--- src/msp_pkg.sv ---
`timescale 1ns / 1ps
`default_nettype none
package msp_pkg;

    localparam int FracBitsDef    = 28;
    localparam int LogTabDepthDef = 64;

    localparam logic [15:0] MaxIterReset = 16'd256;
    localparam logic [30:0] SubOffReset  = 31'd2236962;
    localparam logic [31:0] Ln2Q32       = 32'hB17217F8;

    // sub-sample coordinate: 32-bit centre plus/minus 31-bit offset
    localparam int CWidth  = 34;
    localparam int QDepth  = 2;
    localparam int CfgIdxW = 1;
    localparam int CfgDatW = 31;

    typedef enum logic [CfgIdxW-1:0] {
        RegMaxIter = 1'b0,
        RegSubOff  = 1'b1
    } t_reg;

    typedef struct packed {
        logic signed [CWidth-1:0] cr;
        logic signed [CWidth-1:0] ci;
        logic                     last;
    } t_sub;

    typedef enum logic [3:0] {
        S_IDLE,
        S_CROSS,
        S_UPD,
        S_SQR,
        S_SQI,
        S_CHECK,
        S_NORM,
        S_IDX,
        S_INTERP,
        S_INTERP2,
        S_LNEXP,
        S_LNSUM,
        S_ADD,
        S_DIV,
        S_OUT
    } t_state;

    // ln table entry from its Q2.62 start point; elaboration only
    function automatic logic [31:0] ln_tab_entry(input logic [63:0] x0);
        logic [63:0]  x;
        logic [127:0] sq;
        logic [31:0]  l;
        logic [63:0]  t;
        x = x0;
        l = '0;
        for (int r = 0; r < 32; r++) begin
            sq = 128'(x) * 128'(x);
            x  = sq[125:62];
            l  = {l[30:0], 1'b0};
            if (x[63]) begin
                l[0] = 1'b1;
                x    = x >> 1;
            end
        end
        t = 64'(l) * 64'(Ln2Q32) + (64'(1) << 31);
        return t[63:32];
    endfunction

    function automatic logic [63:0] umag(input logic [63:0] v);
        return v[63] ? (64'd0 - v) : v;
    endfunction

endpackage
`default_nettype wire

--- src/msp_queue.sv ---
`timescale 1ns / 1ps
`default_nettype none
module msp_queue
    import msp_pkg::*;
(
    input  wire logic i_clk,
    input  wire logic i_rst_n,
    input  wire logic i_push,
    input  wire t_sub i_data,
    input  wire logic i_pop,
    output logic      o_full,
    output logic      o_empty,
    output t_sub      o_head
);

    localparam int Aw = $clog2(QDepth);
    localparam int Cw = $clog2(QDepth + 1);

    t_sub          r_mem [QDepth];
    logic [Aw-1:0] r_wp;
    logic [Aw-1:0] r_rp;
    logic [Cw-1:0] r_cnt;

    assign o_full  = (r_cnt == Cw'(QDepth));
    assign o_empty = (r_cnt == '0);
    assign o_head  = r_mem[r_rp];

    always_ff @(posedge i_clk) begin
        if (i_push) begin
            r_mem[r_wp] <= i_data;
        end
    end

    always_ff @(posedge i_clk) begin
        if (!i_rst_n) begin
            r_wp  <= '0;
            r_rp  <= '0;
            r_cnt <= '0;
        end else begin
            if (i_push) begin
                r_wp <= (r_wp == Aw'(QDepth - 1)) ? '0 : r_wp + Aw'(1);
            end
            if (i_pop) begin
                r_rp <= (r_rp == Aw'(QDepth - 1)) ? '0 : r_rp + Aw'(1);
            end
            case ({i_push, i_pop})
                2'b10:   r_cnt <= r_cnt + Cw'(1);
                2'b01:   r_cnt <= r_cnt - Cw'(1);
                default: r_cnt <= r_cnt;
            endcase
        end
    end

endmodule
`default_nettype wire

--- config.mk ---
export PLATFORM = sky130hd
export DESIGN_NAME = msp_queue
export DESIGN_NICKNAME = d
export VERILOG_FILES = /design/src/msp_pkg.sv /design/src/msp_queue.sv
export SDC_FILE = /design/constraint.sdc
export NUM_CORES = 1
export LEC_CHECK = 0
export BUFFER_PORTS_ARGS = -buffer_cell sky130_fd_sc_hd__buf_2
export CAP_MARGIN = 20
export CELL_PAD_IN_SITES_DETAIL_PLACEMENT = 0
export CELL_PAD_IN_SITES_GLOBAL_PLACEMENT = 1
export CORE_ASPECT_RATIO = 0.7
export CORE_MARGIN = 2
export CORE_UTILIZATION = 39
export DETAILED_ROUTE_END_ITERATION = 10
export PLACE_DENSITY_LB_ADDON = 0.1
export SLEW_MARGIN = 20
export SYNTH_ARGS = -nofsm -noshare
export SYNTH_HDL_FRONTEND = slang
export SYNTH_SLANG_ARGS = --single-unit
--- constraint.sdc ---
create_clock -name i_clk -period 4.5 [get_ports i_clk]
set_clock_uncertainty 0.05 [all_clocks]
set_input_delay 0.9 -clock i_clk [delete_from_list [all_inputs] [get_ports i_clk]]
set_output_delay 0.9 -clock i_clk [all_outputs]
set_load 0.1 [all_outputs]
**Word-level counts from Yosys, hierarchy flattened**

Memories as Yosys holds them, arrays and structs flattened. A register that Yosys moved wholly into a read port is not among the register bits.
Cells that the tools add are included.

- Bits in registers: 4
- Memory bits (writable): 138
- Input bits: 73
- Output and inout bits: 71
- Logic and storage cells: 20
- Memories kept: 1

- Add/sub/neg operators: 4
- Eq/ne operators: 3
- Mux-type cells: 7
- Reductions and logical operators: 2

Memories:

| memory | words | width | read ports | clocked after memory_dff | wr ports | RTL line | RTL |
|---|---|---|---|---|---|---|---|
| r_mem | 2 | 69 | 1 | 1 | 1 | msp_queue.sv:19 | `t_sub r_mem [QDepth];` |

Operators with widths:

| operator | number |
|---|---|
| 1-bit two-way mux | 6 |
| 2-bit equality test, second input constant | 2 |
| 2-bit one-hot mux with 2 select lines | 1 |
| 1-bit adder, second input constant | 2 |
| 2-bit by 1-bit adder with 2-bit output, second input constant | 1 |
| 2-bit by 1-bit equality test with 1-bit output, second input constant | 1 |
| 2-bit logical NOT | 1 |
| 2-bit nonzero test | 1 |
| 2-bit by 1-bit subtractor with 2-bit output, second input constant | 1 |

**Logic depth before layout (Yosys ltp)**

Gate-level depths: netlist of run 1.

- Word-level depth: 4
- Depth in mapped cells: 5
- Depth with buffers taken out: 5

**Worst setup path after synthesis of run 1**

Ideal clock, no wire load.

- Path kind: in2reg
- Start point: input i_push
- End point: memory r_mem[0][0] in the netlist's numbering, enable pin
- Setup time: 500 ps
- Data arrival time: 3882 ps
- Required time: 3950 ps
- Path slack: 68 ps
- Cell stages on the path: 2
- Path buffers: 0
- Cell sequence: inv_1 -> nor2_1

- Longest elaborated chain between the ends: 2

Ends and longest elaborated chain:

| what | RTL line | RTL |
|---|---|---|
| start, declared | msp_queue.sv:8 | `input wire logic i_push,` |
| 1-bit two-way mux | msp_queue.sv:29 | `if (i_push) begin` |
| 1-bit two-way mux (implied by the code) | msp_queue.sv:30 | `r_mem[r_wp] <= i_data;` |
| end, declared | msp_queue.sv:19 |  |

Every way passes these cells.

==> out/metrics.yaml, run 1 <==
route.detailed.drc: 0
whs_path_depth: 2
postSynthCellCount: 237
port_buffers: 143
drive_gt1_frac: 0.611
post_cts.repair.setup_buffers: 0
cp-start-kind: "flip-flop"
die-width_um: 142
num_vias: 2660
die_y_um: 101
grt-ovfl-total: 0
grt_pass1_vias: 2820
ys_seq_elements: 143
critPathCaptureType: "output port"
cts_inserted_buffers: 17
initial_core_util: 0.396
relSlewSlack: 0.327
cts_tree: "done"
syn-num-nets: 311
yosys_warnings: 0
multi_input_area_um2: 900
ios: 144
avgSynthCellArea_um2: 21.9
grt_max_degree: 70
crit_path_max_fanout: 69
met1_usage: 0.176
reg2reg_depth: 1
rsz0062_at_grt: "no"
fmax_mhz: 319
first_pass_iters: 4
hold_violations: 0
worst_pin_slew_ps: 1010
row_count: 35
met3_usage: 0.0618
yosys-top-cells-area: "edfxtp_1 (80%), mux2_2 (15%), dfxtp_1 (1.9%)"
final_cell_mix: "buf_2 (143), edfxtp_1 (138), mux2_2 (69)"
path_clk_slew_ps: 60
die_area_um2: 14300
netlist.area_leader.share: 0.798
viasPerCell: 4.65
cp.required_ps: 3550
power.leakage_nw: 2.51
core_area_um2: 13100
post_drt_wl_per_cell_um: 16.5
vdd_drop_max_uv: 255
cts_resized: 0
dp_hpwl_um: 5660
cap_violations: 0
ant_nets: 0
htree_levels: 4
arrival_ps: 2180
grt_pass1_wl_um: 14500
period_minus_slack_ps: 3130
setup_viol: 0
drt_iter0_drc: 102
holdBufCountCts: 0
slowest_delay_ps: 990
clock_latency_ps: 400
met2_usage: 0.208
areaGrowthSynthToFinish_pct: 28.8
crit_slowest_cell: "dfxtp_4"
nNetsFinal: 467
period_share: 0.696
layout_commonest_cell: "buf_2"
clock-sinks: 143
synth_top_area_cell: "edfxtp_1"
fin_area_um2: 6690
crit_chain: "mux2_2, buf_2"
netlist_area_um2: 5190
cts_root_buf: "clkbuf_16"
fillCellCount: 1113
powerDensity_nw_per_um2: 554
hp-class: "flip-flop to flip-flop"
cts_buffer_depth: 2
grt_usage: 0.139
antenna_cells: 0
status: "finished, final reports clean"
place_area_um2: 6090
antenna_found_initial: 0
tns_ps: 0
crit_type: "flip-flop to output port"
synth-seq-area-share: 0.818
synthDistinctLibCells: 17
grt_most_used_layer: "met2"
seq_area_um2: 4250
gp_congestion: 0.685
drv_slew: 0
drt-total-wl_um: 9450
==> through the flow <==
step	hold slack, ps	instances	utilization	total power [mW]	setup slack (ps)
final	448	572	0.511	3.70	1370
after global routing	494	572	0.511	3.83	1220
after detailed placement	443	540	0.465	2.34	1740
after CTS	453	572	0.511	3.75	1290
after global placement	429	540	0.465	2.33	1740
after floorplan	416	237	-	2.22	67.9
==> path summary, 6_finish.rpt <==
kind              startpoint            to  slack, ps
hold / removal      r_cnt[1]      r_cnt[1]        450
setup / recovery   flip-flop    o_head[67]       1370
setup reg to reg        r_wp  r_mem[1][21]       2820
hold reg to reg     r_cnt[1]      r_cnt[1]        450
==> registers in the layout, indices dropped and copies added (netlist names), named ones only <==
signal  cells
r_mem     138
r_cnt       2
r_rp        1
r_wp        1
==> cell families after synthesis <==
group           after synthesis  synth area share
simple gates                  9            0.0104
mux                          69             0.150
compound gates                3           0.00386
buf+inv                       9            0.0108
xor+xnor                      3           0.00506
fa+ha+maj                     1           0.00241
flops                       143             0.818
==> metal layers <==
| metal | up-vias | wire [µm] |
|---|---|---|
| met5 | - | 0 |
| met4 | 0 | 104 |
| met3 | 9 | 773 |
| met2 | 97 | 4260 |
| met1 | 1305 | 4310 |
| li1 | 1249 | - |
==> power by group <==
| part | total, mW | internal (mW) | switching [mW] |
|---|---|---|---|
| clock | 1.40 | 0.873 | 0.526 |
| sequential | 1.58 | 1.54 | 0.0403 |
| combinational | 0.725 | 0.140 | 0.585 |
| total | 3.70 | 2.55 | 1.15 |
==> cells in the mapped netlist <==
cell type	instances
nor2_1	2
xor2_1	1
or3_1	1
inv_1	1
edfxtp_1	138
o21a_1	1
mux2_2	69
buf_6	2
ha_1	1
dfxtp_1	5
xnor2_1	2
o21ai_0	1
and2b_2	1
and2_1	4
nor2b_1	1
buf_2	6
a21boi_1	1
==> critical path, delay by kind of cell (launching register included) <==
family	cells	cell delay, ps
buffers and inverters	1	430
flip-flops	1	990
multiplexers	1	320
==> layout make-up <==
class / count / share of cell area
timing repair buffer: 145 / 0.109
tap: 166 / 0.0311
inverter: 1 / 0.000561
clock buffer: 19 / 0.0648
multi-input combinational: 85 / 0.135
clock inverter: 13 / 0.0243
sequential: 143 / 0.635
Power figures use the tool's default switching activity.
==> inputs of run 2 (changes only) <==
--- a/config.mk
+++ b/config.mk
@@ -11,7 +11,7 @@
 export CELL_PAD_IN_SITES_GLOBAL_PLACEMENT = 1
 export CORE_ASPECT_RATIO = 0.7
 export CORE_MARGIN = 2
-export CORE_UTILIZATION = 39
+export CORE_UTILIZATION = 40
 export DETAILED_ROUTE_END_ITERATION = 10
 export PLACE_DENSITY_LB_ADDON = 0.1
 export SLEW_MARGIN = 20
==> constraint.sdc (replaced) <==
create_clock -name i_clk -period 3.08 [get_ports i_clk]
set_clock_uncertainty 0.05 [all_clocks]
set_input_delay 0.616 -clock i_clk [delete_from_list [all_inputs] [get_ports i_clk]]
set_output_delay 0.616 -clock i_clk [all_outputs]
set_load 0.1 [all_outputs]
==> run 2 against run 1 <==
  * The flow now finishes with violations (DRC)
  * Global-route usage hardly changed
  * Worst setup slack worse by 910 ps
  * Cell count is 0.52% lower
  * Sequential power is 44% higher
  * Clock-buffer cell count is 1 lower
  * Largest power group unchanged
==> out/metrics.yaml, run 2 (synthesized netlist as in run 1, its figures left out) <==
cts_inserted_buffers: 17
final_cell_mix: "buf_2 (143), edfxtp_1 (138), mux2_2 (69)"
die_area_um2: 13900
num_vias: 2660
tns_ps: 0
layout_commonest_cell: "buf_2"
power.leakage_nw: 2.53
vdd_drop_max_uv: 388
rr_startpoint: "r_wp"
hold_violations: 0
worst_slack_ps: 453
rsz0062_at_grt: "no"
share_comb_of_total_power: 0.199
die_y_um: 99.3
htree_levels: 4
drive_gt1_frac: 0.613
top_regs: "r_mem (138), r_cnt (2)"
worstHoldStart: "i_data[43]"
clockPowerShare: 0.387
internal-power_mw: 3.81
regMostFlops: "r_mem"
crit_path_max_fanout: 53
cp.depth: 3
cp-start-kind: "flip-flop"
critical_path.top_delay_family: "buffers and inverters"
violations: "DRC"
post_drt_wl_per_cell_um: 16.4
powerDensity_nw_per_um2: 815
crit_chain: "buf_12, mux2_2, buf_2"
path_clk_slew_ps: 60
drv_slew: 0
nNetsFinal: 468
crit_type: "flip-flop to output port"
post_cts.repair.setup_buffers: 0
cts_tree: "done"
relSlewSlack: 0.641
holdBufCountCts: 0
cts_buffer_depth: 2
grt_pass1_vias: 2729
clock_latency_ps: 410
die-width_um: 140
first_pass_iters: 8
dp_hpwl_um: 5980
reg2reg_slack_ps: 1500
cts_root_buf: "clkbuf_16"
cp.required_ps: 2410
switching_share: 0.307
clock-sinks: 143
reg2reg_depth: 2
crit_slowest_cell: "dfxtp_4"
grt-ovfl-total: 0
gp_congestion: 0.719
grt_usage: 0.139
whs_path_depth: 1
fmax_mhz: 381
core_area_um2: 12500
cap_violations: 0
initial_core_util: 0.414
r2r_end: "r_mem[1][8]"
arrival_ps: 1960
viasPerCell: 4.67
worst_pin_slew_ps: 538
pre_cts_slack_ps: 880
route.detailed.drc: 22
hp-class: "primary input to flip-flop"
period_share: 0.853
largest_reg_flops: 138
grt_pass1_wl_um: 14100
status: "finished, violations left"
seqPwrFrac: 0.414
ant_nets: 0
areaGrowthSynthToFinish_pct: 30.0
critPathCaptureType: "output port"
grt_max_degree: 58
p_switching_mw: 1.69
min_to: "r_mem[0][43]"
ios: 144
cts_resized: 0
holdWs_ps: 342
timing.critical_path.buf_inv: 2
port_buffers: 143
period_minus_slack_ps: 2630
drt-total-wl_um: 9330
drt_iter0_drc: 124
row_count: 34
antenna_found_initial: 2
slowest_delay_ps: 500
setup_viol: 0
-- run 2: cell types whose count changed in the layout (fill, tap and decap cells not counted), sizes merged --
cell and delta:
inv +1, bufinv +1, diode +1, clkbuf -1, clkinv -2, buf +1
-- run 2: power groups by stage --
stage / Sequential, mW / Combinational (mW) / Clock [mW]
global placement: 2.32 / 1.10 / 0
CTS: 2.28 / 1.11 / 2.17
global route: 2.29 / 1.13 / 2.25
finish: 2.28 / 1.09 / 2.13
floorplan: 2.31 / 0.929 / 0
detailed placement: 2.32 / 1.10 / 0
-- run 2: per-layer routing --
metal / up-vias / part of all wire / routed length, µm / track usage
met4: 2 / 0.0088 / 82 / 0.0559
met2: 97 / 0.45 / 4180 / 0.206
met5: - / 0.0017 / 16 / 0
met1: 1302 / 0.45 / 4180 / 0.175
li1: 1250 / - / - / -
met3: 9 / 0.094 / 874 / 0.0684
-- run 2: area by class of cell --
type	count	area [µm²]
repair buffers	146	776
flip-flops and latches	143	4250
diodes	1	2.50
fillers	1027	5800
multi-input cells	85	900
clock inverters	13	188
well taps	162	203
inverters	1	3.75
clock buffers	18	429
-- run 2: through the flow --
step,utilization,instance area [µm²],power [mW],std cells
4_1_cts,0.538,6750,5.55,568
6_report,0.538,6750,5.50,569
3_5_place_dp,0.488,6130,3.42,537
2_1_floorplan,-,5190,3.24,237
5_1_grt,0.538,6750,5.67,568
3_3_place_gp,0.488,6130,3.42,537
-- run 2: how the worst max path moves through the flow --
stage / slack [ps] / endpoint
floorplan: 140 / r_mem[0][0]
global placement: 880 / o_head[8]
detailed placement: 880 / o_head[8]
CTS: 430 / o_head[8]
global route: 380 / o_head[8]
finish: 450 / o_head[46]
==> inputs of run 3 (changes only) <==
--- a/config.mk
+++ b/config.mk
@@ -10,7 +10,6 @@
 export CELL_PAD_IN_SITES_DETAIL_PLACEMENT = 0
 export CELL_PAD_IN_SITES_GLOBAL_PLACEMENT = 1
 export CORE_ASPECT_RATIO = 0.7
-export CORE_MARGIN = 2
 export CORE_UTILIZATION = 40
 export DETAILED_ROUTE_END_ITERATION = 10
 export PLACE_DENSITY_LB_ADDON = 0.1
==> run 3 against run 2 <==
  * Sequential share of layout area stayed put
  * Register-to-register slack improved by 30 ps
  * Wire length shrank 1.4%
  * Largest power group unchanged
  * Highest routed layer unchanged
  * Non-clock buffer count increased by 2
  * The flow still finishes with violations (DRC)
  * Worst setup slack worse by 16 ps
  * Design area did not move
  * First-iteration DRC count is 34% higher
  * Combinational power about the same
  * Clock-buffer cell count unchanged
==> out/metrics.yaml, run 3 (synthesized netlist as in run 1, its figures left out) <==
share_comb_of_total_power: 0.200
core_area_um2: 12500
grt_pass1_vias: 2901
whs_path_depth: 1
arrival_ps: 1980
cts_tree: "done"
clock_latency_ps: 400
htree_levels: 4
first_pass_iters: 7
powerDensity_nw_per_um2: 806
switching_share: 0.301
hp-class: "primary input to flip-flop"
ant_nets: 0
port_buffers: 143
hold_violations: 0
clockPowerShare: 0.379
post_cts.repair.setup_buffers: 0
vdd_drop_max_uv: 399
crit_slowest_cell: "dfxtp_4"
fmax_mhz: 378
drv_slew: 0
violations: "DRC"
power.leakage_nw: 2.54
crit_path_max_fanout: 34
largest_reg_flops: 138
gp_congestion: 0.676
viasPerCell: 4.58
fin_area_um2: 6750
met3_usage: 0.0828
drt_iter0_drc: 166
cts_resized: 0
cts_inserted_buffers: 17
path_clk_slew_ps: 60
die-width_um: 138
worst_slack_ps: 437
worst_pin_slew_ps: 519
relSlewSlack: 0.656
internal-power_mw: 3.80
status: "finished, violations left"
nNetsFinal: 470
timing.critical_path.buf_inv: 2
grt_most_used_layer: "met2"
initial_core_util: 0.414
crit_chain: "buf_4, mux2_2, buf_2"
period_share: 0.858
multi_input_area_um2: 900
p_switching_mw: 1.64
antenna_found_initial: 2
num_vias: 2618
ios: 144
critPathCaptureType: "output port"
dp_hpwl_um: 5800
grt-ovfl-total: 0
grt_max_degree: 71
drive_gt1_frac: 0.605
reg2reg_depth: 2
cts_buffer_depth: 2
areaGrowthSynthToFinish_pct: 30.0
rsz0062_at_grt: "no"
grt_pass1_wl_um: 14700
cp.required_ps: 2410
place_area_um2: 6140
fillCellCount: 1036
holdBufCountCts: 0
top_regs: "r_mem (138), r_cnt (2)"
die_area_um2: 13400
pre_cts_slack_ps: 783
grt_usage: 0.148
critical_path.top_delay_family: "flip-flops"
post_drt_wl_per_cell_um: 16.1
cts_root_buf: "clkbuf_16"
row_count: 34
drt-total-wl_um: 9200
setup_viol: 0
crit_type: "flip-flop to output port"
die_y_um: 97.3
cap_violations: 0
slowest_delay_ps: 670
period_minus_slack_ps: 2640
regMostFlops: "r_mem"
cp-start-kind: "flip-flop"
layout_commonest_cell: "buf_2"
met1_usage: 0.166
seq_area_um2: 4250
cp.depth: 3
clock-sinks: 143
tns_ps: 0
final_cell_mix: "buf_2 (143), edfxtp_1 (138), mux2_2 (69)"
seqPwrFrac: 0.421
route.detailed.drc: 40
met2_usage: 0.239
run 3: cell type report:
type | instances | area share
diodes | 2 | 0.000742
clock buffers | 18 | 0.0636
clock inverters | 13 | 0.0252
inverters | 1 | 0.000556
multi-input cells | 85 | 0.133
flip-flops and latches | 143 | 0.629
well taps | 162 | 0.0300
repair buffers | 148 | 0.117
run 3: final timing paths:
path	from	to	slack, ps
worst max register to register	r_wp	r_mem[1][57]	1530
worst min register to register	r_cnt[1]	r_cnt[1]	460
worst max-delay path	flip-flop	o_head[32]	440
worst min-delay path	i_data[25]	r_mem[1][25]	350
run 3: power groups by stage:
stage                     clock, mW  sequential, mW  combinational, mW
after global routing           2.19            2.30               1.12
after floorplan                   0            2.31              0.929
after global placement            0            2.33               1.09
final                          2.06            2.29               1.09
after detailed placement          0            2.33               1.09
after CTS                      2.12            2.29               1.10
run 3: through the flow:
| stage | hold WS (ps) | total power, mW | utilization | cells |
|---|---|---|---|---|
| 4_1_cts | 331 | 5.51 | 0.537 | 570 |
| 5_1_grt | 327 | 5.62 | 0.537 | 570 |
| 3_3_place_gp | 433 | 3.42 | 0.490 | 539 |
| 6_report | 350 | 5.44 | 0.538 | 572 |
| 2_1_floorplan | 416 | 3.24 | - | 237 |
| 3_5_place_dp | 458 | 3.43 | 0.490 | 539 |
run 3: per-layer routing:
layer / wire length, µm / part of all wire
met1: 3820 / 0.42
met2: 4290 / 0.47
met3: 975 / 0.11
met4: 91 / 0.0099
met5: 11 / 0.0012
