$ cat config.mk
export PLATFORM = sky130hd
export DESIGN_NAME = msp_front
export DESIGN_NICKNAME = d
export VERILOG_FILES = /design/src/msp_pkg.sv /design/src/msp_front.sv
export SDC_FILE = /design/constraint.sdc
export NUM_CORES = 1
export LEC_CHECK = 0
export ABC_CLOCK_PERIOD_IN_PS = 10800
export BUFFER_PORTS_ARGS = -buffer_cell sky130_fd_sc_hd__buf_2
export CAP_MARGIN = 15
export CORE_ASPECT_RATIO = 1.25
export CORE_MARGIN = 4
export CORE_UTILIZATION = 50
export CTS_CLUSTER_SIZE = 10
export DETAILED_ROUTE_END_ITERATION = 8
export PLACE_DENSITY_LB_ADDON = 0.15
export REMOVE_ABC_BUFFERS = 1
export SYNTH_ARGS = -nofsm -noshare
export SYNTH_HDL_FRONTEND = slang
export SYNTH_SLANG_ARGS = --single-unit
$ cat constraint.sdc
create_clock -name i_clk -period 10.8 [get_ports i_clk]
set_input_delay 2.16 -clock i_clk [delete_from_list [all_inputs] [get_ports i_clk]]
set_output_delay 2.16 -clock i_clk [all_outputs]
set_load 0.01 [all_outputs]
$ cat src/msp_pkg.sv
`timescale 1ns / 1ps
`default_nettype none
package msp_pkg;

    localparam int FracBitsDef    = 28;
    localparam int LogTabDepthDef = 64;

    localparam logic [15:0] MaxIterReset = 16'd256;
    localparam logic [30:0] SubOffReset  = 31'd2236962;
    localparam logic [31:0] Ln2Q32       = 32'hB17217F8;

    // sub-sample coordinate: 32-bit centre plus/minus 31-bit offset
    localparam int CWidth  = 34;
    localparam int QDepth  = 2;
    localparam int CfgIdxW = 1;
    localparam int CfgDatW = 31;

    typedef enum logic [CfgIdxW-1:0] {
        RegMaxIter = 1'b0,
        RegSubOff  = 1'b1
    } t_reg;

    typedef struct packed {
        logic signed [CWidth-1:0] cr;
        logic signed [CWidth-1:0] ci;
        logic                     last;
    } t_sub;

    typedef enum logic [3:0] {
        S_IDLE,
        S_CROSS,
        S_UPD,
        S_SQR,
        S_SQI,
        S_CHECK,
        S_NORM,
        S_IDX,
        S_INTERP,
        S_INTERP2,
        S_LNEXP,
        S_LNSUM,
        S_ADD,
        S_DIV,
        S_OUT
    } t_state;

    // ln table entry from its Q2.62 start point; elaboration only
    function automatic logic [31:0] ln_tab_entry(input logic [63:0] x0);
        logic [63:0]  x;
        logic [127:0] sq;
        logic [31:0]  l;
        logic [63:0]  t;
        x = x0;
        l = '0;
        for (int r = 0; r < 32; r++) begin
            sq = 128'(x) * 128'(x);
            x  = sq[125:62];
            l  = {l[30:0], 1'b0};
            if (x[63]) begin
                l[0] = 1'b1;
                x    = x >> 1;
            end
        end
        t = 64'(l) * 64'(Ln2Q32) + (64'(1) << 31);
        return t[63:32];
    endfunction

    function automatic logic [63:0] umag(input logic [63:0] v);
        return v[63] ? (64'd0 - v) : v;
    endfunction

endpackage
`default_nettype wire

$ cat src/msp_front.sv
`timescale 1ns / 1ps
`default_nettype none
module msp_front
    import msp_pkg::*;
(
    input  wire logic               i_clk,
    input  wire logic               i_rst_n,
    input  wire logic               i_start,
    input  wire logic signed [31:0] i_centre_re,
    input  wire logic signed [31:0] i_centre_im,
    input  wire logic        [30:0] i_sub_off,
    input  wire logic               i_full,
    output logic                    o_busy,
    output logic                    o_push,
    output t_sub                    o_data
);

    logic               r_active;
    logic [1:0]         r_i;
    logic [1:0]         r_j;
    logic signed [31:0] r_re;
    logic signed [31:0] r_im;

    logic signed [CWidth-1:0] w_off;
    logic signed [CWidth-1:0] w_dre;
    logic signed [CWidth-1:0] w_dim;

    assign w_off = CWidth'(signed'({1'b0, i_sub_off}));

    always_comb begin
        case (r_i)
            2'd0:    w_dre = -w_off;
            2'd2:    w_dre = w_off;
            default: w_dre = '0;
        endcase
        case (r_j)
            2'd0:    w_dim = -w_off;
            2'd2:    w_dim = w_off;
            default: w_dim = '0;
        endcase
    end

    assign o_busy       = r_active;
    assign o_push       = r_active && !i_full;
    assign o_data.cr    = CWidth'(r_re) + w_dre;
    assign o_data.ci    = CWidth'(r_im) + w_dim;
    assign o_data.last  = (r_i == 2'd2) && (r_j == 2'd2);

    always_ff @(posedge i_clk) begin
        if (!i_rst_n) begin
            r_active <= 1'b0;
            r_i      <= '0;
            r_j      <= '0;
        end else if (!r_active) begin
            if (i_start) begin
                r_active <= 1'b1;
                r_i      <= '0;
                r_j      <= '0;
                r_re     <= i_centre_re;
                r_im     <= i_centre_im;
            end
        end else if (o_push) begin
            if (r_j == 2'd2) begin
                r_j <= '0;
                if (r_i == 2'd2) begin
                    r_active <= 1'b0;
                end else begin
                    r_i <= r_i + 2'd1;
                end
            end else begin
                r_j <= r_j + 2'd1;
            end
        end
    end

endmodule
`default_nettype wire

Yosys cells after proc, flatten, opt, wreduce, memory -nomap -nowiden
Cells that the tools add are included.
{"block": "op_classes", "add_sub_neg": 5, "eq_ne": 5, "n_mux": 15, "bitwise_logic": 1, "reduce_logical": 9}
{"op": "case mux 34 bit (2 select lines)", "count": 2}
{"op": "adder 32 x 34 -> 34 bit", "count": 2}
{"op": "negator 31 -> 34 bit", "count": 1}
{"op": "two-way mux 2 bit", "count": 8}
{"op": "two-way mux 1 bit", "count": 5}
{"op": "adder 2 x 1 -> 2 bit, second input constant", "count": 2}
{"op": "equality test 2 bit, second input constant", "count": 2}
{"op": "zero test 2 bit", "count": 2}
{"op": "inequality test 2 bit, second input constant", "count": 2}
{"op": "AND reduction 4 bit", "count": 1}
{"op": "AND reduction 3 bit", "count": 1}
{"op": "logical AND 1 bit", "count": 2}
{"op": "inequality test 2 x 1 -> 1 bit, second input constant", "count": 1}
{"op": "AND reduction 2 bit", "count": 1}
{"op": "nonzero test 2 bit", "count": 1}
{"op": "zero test 1 bit", "count": 1}
{"op": "NOT 1 bit", "count": 1}
{"block": "word_totals", "reg_bits": 69, "input_bits": 99, "output_inout_bits": 71, "wordCells": 40}

Logic depth before layout (Yosys ltp)
Gate-level depths: netlist of run 1.
{"block": "depth", "ltp_word": 5, "depth_mapped": 19, "depth_no_buf": 18}

Worst setup path before layout of run 1
No wires, ideal clock.
{"block": "synth_timing", "path_kind": "input port to output port", "start": "in i_sub_off[9]", "end": "out o_data[64] (netlist name)", "t_arrival_ns": 5.572, "slack_ns": 3.068, "path_stages": 17, "n_path_buf": 2, "cell_sequence": "buf_6 > or4_4 > or2_4 > nor2_1 > nand2_1 > nor3_1 > a21oi_1 > mux2i_1 > ha_1 > clkbuf_1 > and3_1 > and3_1 > a221oi_1 > nor2_1 > nor3_1 > o21ai_0 > xor2_1"}
{"item": "from (decl)", "line_no": "msp_front.sv:11", "rtl": "input wire logic [30:0] i_sub_off,"}
{"item": "to (decl)", "line_no": "msp_front.sv:15", "rtl": "output t_sub o_data"}

==> run_summary.xml, run 1 <==
<?xml version="1.0" encoding="UTF-8"?>
<metrics>
  <group name="worst_setup_path">
    <metric name="cp-start-kind" unit="">input port</metric>
    <metric name="setup.worst_path.end_class" unit="">output pin</metric>
    <metric name="maximum_fanout_encountered_on_the_critical_timing_path" unit="">6</metric>
    <metric name="timing.setup.critical_path_class" unit="">input port to output pin</metric>
    <metric name="cp.required" unit="ps">8640</metric>
    <metric name="critPathArrivalTime" unit="ps">6390</metric>
  </group>
  <group name="place">
    <metric name="post_placement_setup_slack" unit="ps">2350</metric>
    <metric name="dpl.cell_count" unit="">1166</metric>
    <metric name="post_dp_cell_area" unit="um2">8140</metric>
    <metric name="place.detailed.hpwl" unit="mm">15.2</metric>
    <metric name="place_congestion" unit="">0.918</metric>
    <metric name="port_buffers" unit="">169</metric>
  </group>
  <group name="sta">
    <metric name="hold_viol_final" unit="">0</metric>
    <metric name="maxSlewViolCount" unit="">0</metric>
    <metric name="tightestPinTransition" unit="ps">859</metric>
    <metric name="final_period_minus_worst_setup_slack" unit="ps">8550</metric>
    <metric name="number_of_setup_violations_in_the_final_report" unit="">0</metric>
    <metric name="rsz0062_at_grt" unit="">no</metric>
    <metric name="final_worst_path_setup_slack" unit="ps">2250</metric>
    <metric name="final.period_utilization" unit="%">79.1</metric>
    <metric name="slew_headroom" unit="%">42.0</metric>
    <metric name="fin_worst_skew" unit="ps">4.17</metric>
    <metric name="achievable-frequency" unit="MHz">117</metric>
    <metric name="finalSetupTns" unit="ps">0</metric>
  </group>
  <group name="route">
    <metric name="detailedRoute.firstPassIterationCount" unit="">5</metric>
    <metric name="route.detailed.wl_per_inst" unit="um">16.1</metric>
    <metric name="routed-via-count" unit="">6715</metric>
    <metric name="detail_route.iter0.violations" unit="">422</metric>
    <metric name="drc" unit="">0</metric>
    <metric name="wl_final" unit="mm">19.1</metric>
    <metric name="post_detailed_route_count_of_antenna_violating_nets" unit="">0</metric>
    <metric name="viasPerCell" unit="">5.66</metric>
  </group>
  <group name="layout">
    <metric name="drive_gt1_share" unit="%">20.2</metric>
    <metric name="multiInputGateArea" unit="um2">4950</metric>
    <metric name="finish.instance_area" unit="um2">8430</metric>
    <metric name="area_growth_syn_to_layout" unit="%">18.0</metric>
    <metric name="stdcell_count" unit="">1186</metric>
    <metric name="layout_common_cells" unit="">buf_2 (169), a21oi_1 (121), nor2_1 (78)</metric>
    <metric name="layout.area.seq" unit="um2">2020</metric>
    <metric name="nNetsFinal" unit="">1172</metric>
    <metric name="final_core_utilization" unit="%">60.5</metric>
    <metric name="fillers" unit="">1278</metric>
    <metric name="mostFrequentLayoutCell" unit="">buf_2</metric>
  </group>
  <group name="synth">
    <metric name="synth-seq-cells" unit="">69</metric>
    <metric name="synth_cells" unit="">848</metric>
    <metric name="cell_area_after_synthesis" unit="um2">7150</metric>
    <metric name="ys_types" unit="">65</metric>
    <metric name="edff_count_synth" unit="">64</metric>
    <metric name="synth_seq_area_share" unit="%">28.3</metric>
    <metric name="synth_largest_type_area_fraction" unit="%">26.9</metric>
    <metric name="async_reset_ff_share" unit="%">0</metric>
    <metric name="synth_top_cells_by_area" unit="">edfxtp_1 (27%), ha_1 (12%), a21oi_1 (8.5%)</metric>
    <metric name="postSynthAreaPerCell" unit="um2">8.43</metric>
    <metric name="synth_top_flop_cell" unit="">edfxtp_1</metric>
    <metric name="yosysWarningCount" unit="">0</metric>
    <metric name="netlist.top_cell.by_area" unit="">edfxtp_1</metric>
  </group>
  <group name="cts">
    <metric name="ctsHoldBuffers" unit="">0</metric>
    <metric name="clock_transition_at_path_regs" unit="ps">60</metric>
    <metric name="cts_max_path_buffers" unit="">2</metric>
    <metric name="post_cts_resize_count" unit="">0</metric>
    <metric name="worst_skew_pair.late_latency" unit="ps">340</metric>
    <metric name="numCtsBuffers" unit="">9</metric>
    <metric name="tritoncts" unit="">done</metric>
    <metric name="cts-root-buf" unit="">clkbuf_16</metric>
    <metric name="post-cts-setup-buffers" unit="">0</metric>
    <metric name="cts.sink_count" unit="">69</metric>
    <metric name="ctsHtreeMaxLevel" unit="">3</metric>
  </group>
  <group name="power">
    <metric name="power.share.switching" unit="%">32.6</metric>
    <metric name="p_per_area" unit="nW/um2">113</metric>
    <metric name="total_switching_power" unit="uW">310</metric>
    <metric name="static_leakage_power" unit="uW">0.00375</metric>
    <metric name="gate_power_share" unit="%">36.9</metric>
    <metric name="vdd.ir_drop.worst" unit="uV">77.5</metric>
    <metric name="power.share.sequential" unit="%">32.4</metric>
    <metric name="internal_power" unit="uW">641</metric>
    <metric name="clock_power_share" unit="%">30.6</metric>
  </group>
  <group name="grt">
    <metric name="first_global_vias" unit="">6358</metric>
    <metric name="grt_max_degree" unit="">61</metric>
    <metric name="grt_first_pass_wirelength" unit="mm">30.3</metric>
    <metric name="grt.overflow.total" unit="">0</metric>
    <metric name="global_route.usage.total" unit="%">23.1</metric>
    <metric name="number_of_antenna_violations_at_the_first_check_in_global_routing" unit="">5</metric>
  </group>
  <group name="job">
    <metric name="max-cap-violations" unit="">0</metric>
  </group>
  <group name="die">
    <metric name="floorplan.initialDensity" unit="%">51.3</metric>
    <metric name="placementRows" unit="">48</metric>
    <metric name="num_io_pins" unit="">170</metric>
    <metric name="die_w" unit="um">115</metric>
    <metric name="core" unit="um2">13900</metric>
    <metric name="die_h" unit="um">142</metric>
    <metric name="die_area" unit="um2">16300</metric>
  </group>
  <group name="outcome">
    <metric name="status" unit="">complete, no violations</metric>
  </group>
  <group name="min_path">
    <metric name="worstHoldPathType" unit="">flip-flop to flip-flop</metric>
  </group>
</metrics>
-- path summary, 6_finish.rpt --
path / start / endpoint / slack [ps] / cells past startpoint
hold reg to reg: r_i[1] / r_i[1] / 540 / 2
setup reg to reg: o_busy / r_im[4] / 8690 / 3
setup / recovery: i_sub_off[0] / o_data[34] / 2250 / 18
hold / removal: r_i[1] / r_i[1] / 540 / 2
-- critical path, stage by stage --
cell and delay, ps:
buf_2 120, inv_1 90, ha_1 240, and2_0 300, nand3_1 240, nor4_1 410
o21ai_0 130, a21oi_1 290, ha_1 340, and3_1 200, and4_1 220, a32oi_1 310
a21oi_1 120, nor3_1 410, o31ai_1 170, a221oi_1 330, xnor2_1 150, buf_2 150
-- sequential cells by signal, summed over array words and instances, names as in the netlist --
register,count
r_im,32
r_re,32
r_i,2
r_j,2
o_busy,1
-- per-layer routing --
metal | vias up | part of all wire, % | global-route usage (%) | wire, um
met1 | 3045 | 46 | 30.5 | 8730
met5 | - | 0.073 | 0 | 14
met3 | 35 | 5.7 | 5.80 | 1090
met4 | 2 | 2.0 | 7.23 | 380
met2 | 167 | 46 | 37.2 | 8850
li1 | 3466 | - | - | -
-- per-stage QoR --
step	hold slack, ps	total power (uW)
5_1_grt	543	1010
4_1_cts	533	958
2_1_floorplan	477	543
3_5_place_dp	526	664
6_report	538	951
3_3_place_gp	502	661
-- cells by family (layout without fill, tap and decap cells) --
family          Yosys count  after routing  synth area share [%]
fa+ha+maj                71             71                  12.6
flops                    69             69                  28.3
xor+xnor                 72             72                  8.82
simple gates            278            278                  19.8
buf+inv                  47            206                  2.62
compound gates          282            282                  23.7
other cells               0              4                     0
mux                      29             29                  4.08
-- area by class of cell --
class / count / share of cell area (%)
clock buffer: 14 / 3.01
timing repair buffer: 174 / 10.5
sequential: 69 / 24.0
antenna: 4 / 0.119
tap: 175 / 2.60
inverter: 16 / 0.712
clock inverter: 2 / 0.415
multi-input combinational: 732 / 58.7
-- cell usage after synthesis (all sizes together) (7+ instances only) --
cell type  count
nor2b         11
nor3          21
a21o          29
nand3         16
or3           22
nor2          79
nand2b        17
xnor2         52
and2           9
a211oi         8
mux2i         28
and3          11
o21a           7
a21boi         7
ha            69
nand2         66
clkbuf        26
o21ai         64
a21oi        121
xor2          20
o21bai         8
inv           16
edfxtp        64
-- power groups by stage --
stage | logic (uW) | clock network, uW | registers (uW)
3_5_place_dp | 350 | 0 | 313
6_report | 351 | 291 | 308
4_1_cts | 352 | 298 | 308
2_1_floorplan | 228 | 0 | 315
3_3_place_gp | 347 | 0 | 313
5_1_grt | 391 | 314 | 309
No activity file was read; power rests on OpenSTA's default activity.
==> inputs of run 2 (changes only) <==
- ABC_CLOCK_PERIOD_IN_PS: 10800 -> 7570
- clock period: 10.8 -> 7.57 ns (I/O delays scaled with it)
==> run 2 against run 1 <==
Compared with the run above: cell count down 0.25%; combinational power rose by 43%; final area is 0.24% lower; critical endpoint is now o_data[32]; largest cell class unchanged.
==> run_summary.xml, run 2 (synthesis gave the netlist of run 1 again) <==
<?xml version="1.0" encoding="UTF-8"?>
<metrics>
  <group name="grt">
    <metric name="global_route.usage.total" unit="%">23.2</metric>
    <metric name="grt_max_degree" unit="">61</metric>
    <metric name="first_global_vias" unit="">6211</metric>
    <metric name="grt_first_pass_wirelength" unit="mm">30.2</metric>
    <metric name="number_of_antenna_violations_at_the_first_check_in_global_routing" unit="">1</metric>
    <metric name="grt.overflow.total" unit="">0</metric>
  </group>
  <group name="cts">
    <metric name="tritoncts" unit="">done</metric>
    <metric name="ctsHoldBuffers" unit="">0</metric>
    <metric name="cts-root-buf" unit="">clkbuf_16</metric>
    <metric name="post_cts_resize_count" unit="">0</metric>
    <metric name="numCtsBuffers" unit="">9</metric>
    <metric name="cts.sink_count" unit="">69</metric>
    <metric name="cts_max_path_buffers" unit="">2</metric>
    <metric name="ctsHtreeMaxLevel" unit="">3</metric>
    <metric name="clock_transition_at_path_regs" unit="ps">60</metric>
    <metric name="post-cts-setup-buffers" unit="">0</metric>
    <metric name="worst_skew_pair.late_latency" unit="ps">350</metric>
  </group>
  <group name="place">
    <metric name="post_placement_setup_slack" unit="ps">338</metric>
    <metric name="place_congestion" unit="">0.938</metric>
    <metric name="port_buffers" unit="">169</metric>
    <metric name="place.detailed.hpwl" unit="mm">15.2</metric>
  </group>
  <group name="route">
    <metric name="detailedRoute.firstPassIterationCount" unit="">5</metric>
    <metric name="routed-via-count" unit="">6747</metric>
    <metric name="wl_final" unit="mm">19.3</metric>
    <metric name="post_detailed_route_count_of_antenna_violating_nets" unit="">0</metric>
    <metric name="viasPerCell" unit="">5.70</metric>
    <metric name="route.detailed.wl_per_inst" unit="um">16.3</metric>
    <metric name="detail_route.iter0.violations" unit="">516</metric>
    <metric name="drc" unit="">0</metric>
  </group>
  <group name="worst_setup_path">
    <metric name="critPathMaxStageDelay" unit="ps">400</metric>
    <metric name="critPathArrivalTime" unit="ps">5620</metric>
    <metric name="maximum_fanout_encountered_on_the_critical_timing_path" unit="">6</metric>
    <metric name="cp-start-kind" unit="">input port</metric>
    <metric name="crit_family" unit="">simple AND/OR/NAND/NOR gates</metric>
    <metric name="crit_path_cell_trace" unit="">buf_2, inv_1, ha_1, and2_0, nand3_1, nor4_2, or3_1, a21oi_1, ha_1, and3_1, and4_1, o311ai_0, a31oi_1, a311oi_1, o21ai_0, a31oi_1, xnor2_1, buf_2</metric>
    <metric name="critPathSlowestCell" unit="">o21ai_0</metric>
    <metric name="setup.worst_path.end_class" unit="">output pin</metric>
    <metric name="cp.required" unit="ps">6060</metric>
    <metric name="timing.critical_path.buf_inv" unit="">3</metric>
    <metric name="timing.setup.critical_path_class" unit="">input port to output pin</metric>
  </group>
  <group name="layout">
    <metric name="fillers" unit="">1313</metric>
    <metric name="nNetsFinal" unit="">1172</metric>
    <metric name="drive_gt1_share" unit="%">20.7</metric>
    <metric name="layout_common_cells" unit="">buf_2 (169), a21oi_1 (121), nor2_1 (78)</metric>
    <metric name="area_growth_syn_to_layout" unit="%">17.7</metric>
    <metric name="reg.largest.list" unit="">r_im (32), r_re (32)</metric>
    <metric name="mostFrequentLayoutCell" unit="">buf_2</metric>
    <metric name="final_core_utilization" unit="%">60.4</metric>
  </group>
  <group name="die">
    <metric name="die_h" unit="um">142</metric>
    <metric name="core" unit="um2">13900</metric>
    <metric name="num_io_pins" unit="">170</metric>
    <metric name="placementRows" unit="">48</metric>
    <metric name="floorplan.initialDensity" unit="%">51.3</metric>
    <metric name="die_w" unit="um">115</metric>
    <metric name="die_area" unit="um2">16300</metric>
  </group>
  <group name="outcome">
    <metric name="status" unit="">complete, no violations</metric>
  </group>
  <group name="sta">
    <metric name="slew_headroom" unit="%">27.8</metric>
    <metric name="finalSetupTns" unit="ps">0</metric>
    <metric name="hold_viol_final" unit="">0</metric>
    <metric name="final_period_minus_worst_setup_slack" unit="ps">7140</metric>
    <metric name="achievable-frequency" unit="MHz">140</metric>
    <metric name="tightestPinTransition" unit="ps">1080</metric>
    <metric name="final_worst_path_setup_slack" unit="ps">433</metric>
    <metric name="maxSlewViolCount" unit="">0</metric>
    <metric name="number_of_setup_violations_in_the_final_report" unit="">0</metric>
    <metric name="rsz0062_at_grt" unit="">no</metric>
    <metric name="fin_worst_skew" unit="ps">7.04</metric>
    <metric name="final.period_utilization" unit="%">94.3</metric>
    <metric name="worst_hold_slack" unit="ps">517</metric>
  </group>
  <group name="power">
    <metric name="static_leakage_power" unit="uW">0.00375</metric>
    <metric name="fin_total_pwr" unit="uW">1330</metric>
    <metric name="p_per_area" unit="nW/um2">158</metric>
    <metric name="vdd.ir_drop.worst" unit="uV">99.4</metric>
  </group>
  <group name="min_path">
    <metric name="worstHoldPathType" unit="">flip-flop to flip-flop</metric>
  </group>
  <group name="job">
    <metric name="max-cap-violations" unit="">0</metric>
  </group>
</metrics>
-- run 2: changes by cell type in the layout (fill, tap and decap cells not counted), sizes merged --
| cell | delta |
|---|---|
| clkbuf | -3 |
| clkinv | +3 |
| bufinv | -1 |
| clkinvlp | +1 |
| diode | -3 |
-- run 2: worst paths after layout --
path | from | to | slack, ps | depth (start not counted)
min reg2reg | r_i[1] | r_i[1] | 520 | 2
max reg2reg | o_busy | r_im[4] | 5430 | 3
min | r_i[1] | r_i[1] | 520 | 2
max | i_sub_off[0] | o_data[32] | 430 | 18
-- run 2: area by class of cell --
cell class / count / area, um2 / area share (%)
clock buffers: 11 / 233 / 2.77
inverters: 16 / 60.1 / 0.714
well taps: 175 / 219 / 2.60
diodes: 1 / 2.50 / 0.0297
multi-input cells: 732 / 4970 / 59.0
flip-flops and latches: 69 / 2020 / 24.0
clock inverters: 5 / 27.5 / 0.327
repair buffers: 174 / 883 / 10.5
-- run 2: metrics by stage --
stage	instances	instance area [um2]
after CTS	1182	8400
after global routing	1182	8410
after detailed placement	1166	8140
after global placement	1166	8140
final	1183	8410
after floorplan	817	7020
-- run 2: worst reg2reg max path, cell delays in order (launching register included) --
cell and delay (ps):
dfxtp_1 340, nand2b_1 230, nor2_4 600, buf_4 580
-- run 2: metal layers --
metal  GRT usage, %  share of wire (%)  vias up
met5              0              0.062        -
met1           30.9                 45     3044
met4           8.28                2.1        2
met3           4.78                6.7       28
met2           37.0                 46      217
li1               -                  -     3456
-- run 2: power by group --
group	switching, uW	internal [uW]	total, uW
Sequential	7.21	434	441
Clock	165	219	384
Combinational	285	216	501
==> inputs of run 3 (changes only) <==
- CELL_PAD_IN_SITES_DETAIL_PLACEMENT: not set -> 0
- CELL_PAD_IN_SITES_GLOBAL_PLACEMENT: not set -> 1
- CORE_ASPECT_RATIO: 1.25 -> 0.5
- CORE_UTILIZATION: 50 -> 37
==> run 3 against run 2 <==
Compared with the run above: flip-flop and latch count is the same; sequential power is essentially flat; combinational power grew 4.8%; worst setup slack lost 58 ps; critical path depth is the same; non-clock buffer count grew 2; register-to-register slack gained 330 ps; core utilization shrank 14 points; largest power group unchanged; highest routed layer is now met4.
==> run_summary.xml, run 3 (synthesis gave the netlist of run 1 again) <==
<?xml version="1.0" encoding="UTF-8"?>
<metrics>
  <group name="outcome">
    <metric name="status" unit="">complete, no violations</metric>
  </group>
  <group name="cts">
    <metric name="ctsHtreeMaxLevel" unit="">3</metric>
    <metric name="cts.sink_count" unit="">69</metric>
    <metric name="numCtsBuffers" unit="">9</metric>
    <metric name="clock_transition_at_path_regs" unit="ps">60</metric>
    <metric name="worst_skew_pair.late_latency" unit="ps">350</metric>
    <metric name="cts_max_path_buffers" unit="">2</metric>
    <metric name="cts-root-buf" unit="">clkbuf_16</metric>
    <metric name="post-cts-setup-buffers" unit="">0</metric>
    <metric name="tritoncts" unit="">done</metric>
  </group>
  <group name="worst_setup_path">
    <metric name="cp-start-kind" unit="">input port</metric>
    <metric name="timing.setup.critical_path_class" unit="">input port to output pin</metric>
    <metric name="cp.required" unit="ps">6060</metric>
    <metric name="critPathArrivalTime" unit="ps">5680</metric>
    <metric name="maximum_fanout_encountered_on_the_critical_timing_path" unit="">7</metric>
    <metric name="setup.worst_path.end_class" unit="">output pin</metric>
  </group>
  <group name="grt">
    <metric name="first_global_vias" unit="">6418</metric>
    <metric name="global_route.usage.total" unit="%">20.9</metric>
    <metric name="grt.overflow.total" unit="">0</metric>
    <metric name="grt_first_pass_wirelength" unit="mm">35.4</metric>
    <metric name="grt_max_degree" unit="">65</metric>
    <metric name="number_of_antenna_violations_at_the_first_check_in_global_routing" unit="">0</metric>
  </group>
  <group name="place">
    <metric name="port_buffers" unit="">169</metric>
    <metric name="post_placement_setup_slack" unit="ps">281</metric>
    <metric name="place.detailed.hpwl" unit="mm">18.1</metric>
    <metric name="place_congestion" unit="">0.955</metric>
  </group>
  <group name="layout">
    <metric name="final_core_utilization" unit="%">45.9</metric>
    <metric name="drive_gt1_share" unit="%">20.9</metric>
    <metric name="mostFrequentLayoutCell" unit="">buf_2</metric>
    <metric name="fillers" unit="">1886</metric>
    <metric name="reg.largest.list" unit="">r_im (32), r_re (32)</metric>
    <metric name="num_antenna_cells" unit="">0</metric>
    <metric name="layout_common_cells" unit="">buf_2 (169), a21oi_1 (121), nor2_1 (78)</metric>
    <metric name="area_growth_syn_to_layout" unit="%">20.1</metric>
    <metric name="nNetsFinal" unit="">1174</metric>
  </group>
  <group name="sta">
    <metric name="tightestPinTransition" unit="ps">1090</metric>
    <metric name="final_worst_path_setup_slack" unit="ps">374</metric>
    <metric name="hold_viol_final" unit="">0</metric>
    <metric name="fin_worst_skew" unit="ps">8.11</metric>
    <metric name="final.period_utilization" unit="%">95.1</metric>
    <metric name="achievable-frequency" unit="MHz">139</metric>
    <metric name="final_period_minus_worst_setup_slack" unit="ps">7200</metric>
    <metric name="finalSetupTns" unit="ps">0</metric>
    <metric name="maxSlewViolCount" unit="">0</metric>
    <metric name="slew_headroom" unit="%">27.0</metric>
    <metric name="worst_hold_slack" unit="ps">509</metric>
    <metric name="rsz0062_at_grt" unit="">no</metric>
    <metric name="number_of_setup_violations_in_the_final_report" unit="">0</metric>
  </group>
  <group name="min_path">
    <metric name="worstHoldPathType" unit="">flip-flop to flip-flop</metric>
  </group>
  <group name="die">
    <metric name="placementRows" unit="">35</metric>
    <metric name="die_area" unit="um2">21700</metric>
    <metric name="die_h" unit="um">106</metric>
    <metric name="core" unit="um2">18700</metric>
    <metric name="floorplan.initialDensity" unit="%">38.2</metric>
    <metric name="die_w" unit="um">205</metric>
    <metric name="num_io_pins" unit="">170</metric>
  </group>
  <group name="route">
    <metric name="drc" unit="">0</metric>
    <metric name="route.detailed.wl_per_inst" unit="um">18.1</metric>
    <metric name="routed-via-count" unit="">6890</metric>
    <metric name="wl_final" unit="mm">22.9</metric>
    <metric name="detail_route.iter0.violations" unit="">570</metric>
    <metric name="viasPerCell" unit="">5.43</metric>
    <metric name="post_detailed_route_count_of_antenna_violating_nets" unit="">0</metric>
    <metric name="detailedRoute.firstPassIterationCount" unit="">5</metric>
  </group>
  <group name="job">
    <metric name="max-cap-violations" unit="">0</metric>
  </group>
  <group name="power">
    <metric name="p_per_area" unit="nW/um2">167</metric>
    <metric name="static_leakage_power" unit="uW">0.00378</metric>
    <metric name="vdd.ir_drop.worst" unit="uV">88.6</metric>
  </group>
</metrics>
==> run 3: final cells by class <==
class                      count  area (um2)  area share [%]
multi-input combinational    732        4970            57.8
clock inverter                 6        87.6            1.02
tap                          259         324            3.77
clock buffer                  10         229            2.67
timing repair buffer         176         898            10.5
inverter                      16        60.1           0.699
sequential                    69        2020            23.5
==> run 3: worst paths after layout <==
| kind | cells after the start | slack (ps) | start | endpoint |
|---|---|---|---|---|
| setup / recovery | 18 | 370 | i_sub_off[11] | o_data[62] |
| hold / removal | 2 | 510 | r_i[1] | r_i[1] |
| setup reg to reg | 3 | 5760 | o_busy | r_re[16] |
| hold reg to reg | 2 | 510 | r_i[1] | r_i[1] |
==> run 3: power breakdown <==
part	internal [uW]	switching, uW
Combinational	218	307
Clock	288	177
Sequential	434	6.69
==> run 3: through the flow <==
step,total power [uW],cells,cell area (um2)
after floorplan,774,817,7020
after global placement,968,1252,8260
after detailed placement,969,1252,8260
after CTS,1450,1268,8570
after global routing,1520,1268,8590
final,1430,1268,8590
==> run 3: critical path: stages <==
cell and delay, ps:
buf_2 130, or4_4 550, or2_4 280, nor2_1 210, nand2_1 110, nor3_1 290
a21oi_1 120, mux2i_1 350, ha_1 380, and3_1 260, and3_1 220, a221oi_1 290
nor2_1 120, nor2_1 220, o21bai_1 90, a21oi_1 180, xnor2_1 180, buf_2 180
==> run 3: per-layer routing <==
| layer | track usage [%] | vias up | routed length (um) |
|---|---|---|---|
| li1 | - | 3471 | - |
| met1 | 33.4 | 3219 | 12300 |
| met2 | 28.3 | 187 | 9010 |
| met3 | 4.57 | 13 | 1420 |
| met4 | 3.68 | 0 | 170 |
| met5 | 0 | - | 0 |
==> run 3: what timing repair did <==
item | CTS | global route
hold buffers | 0 | 0
endpoints found under the setup margin | 0 | 5
gates resized for setup | 0 | 4
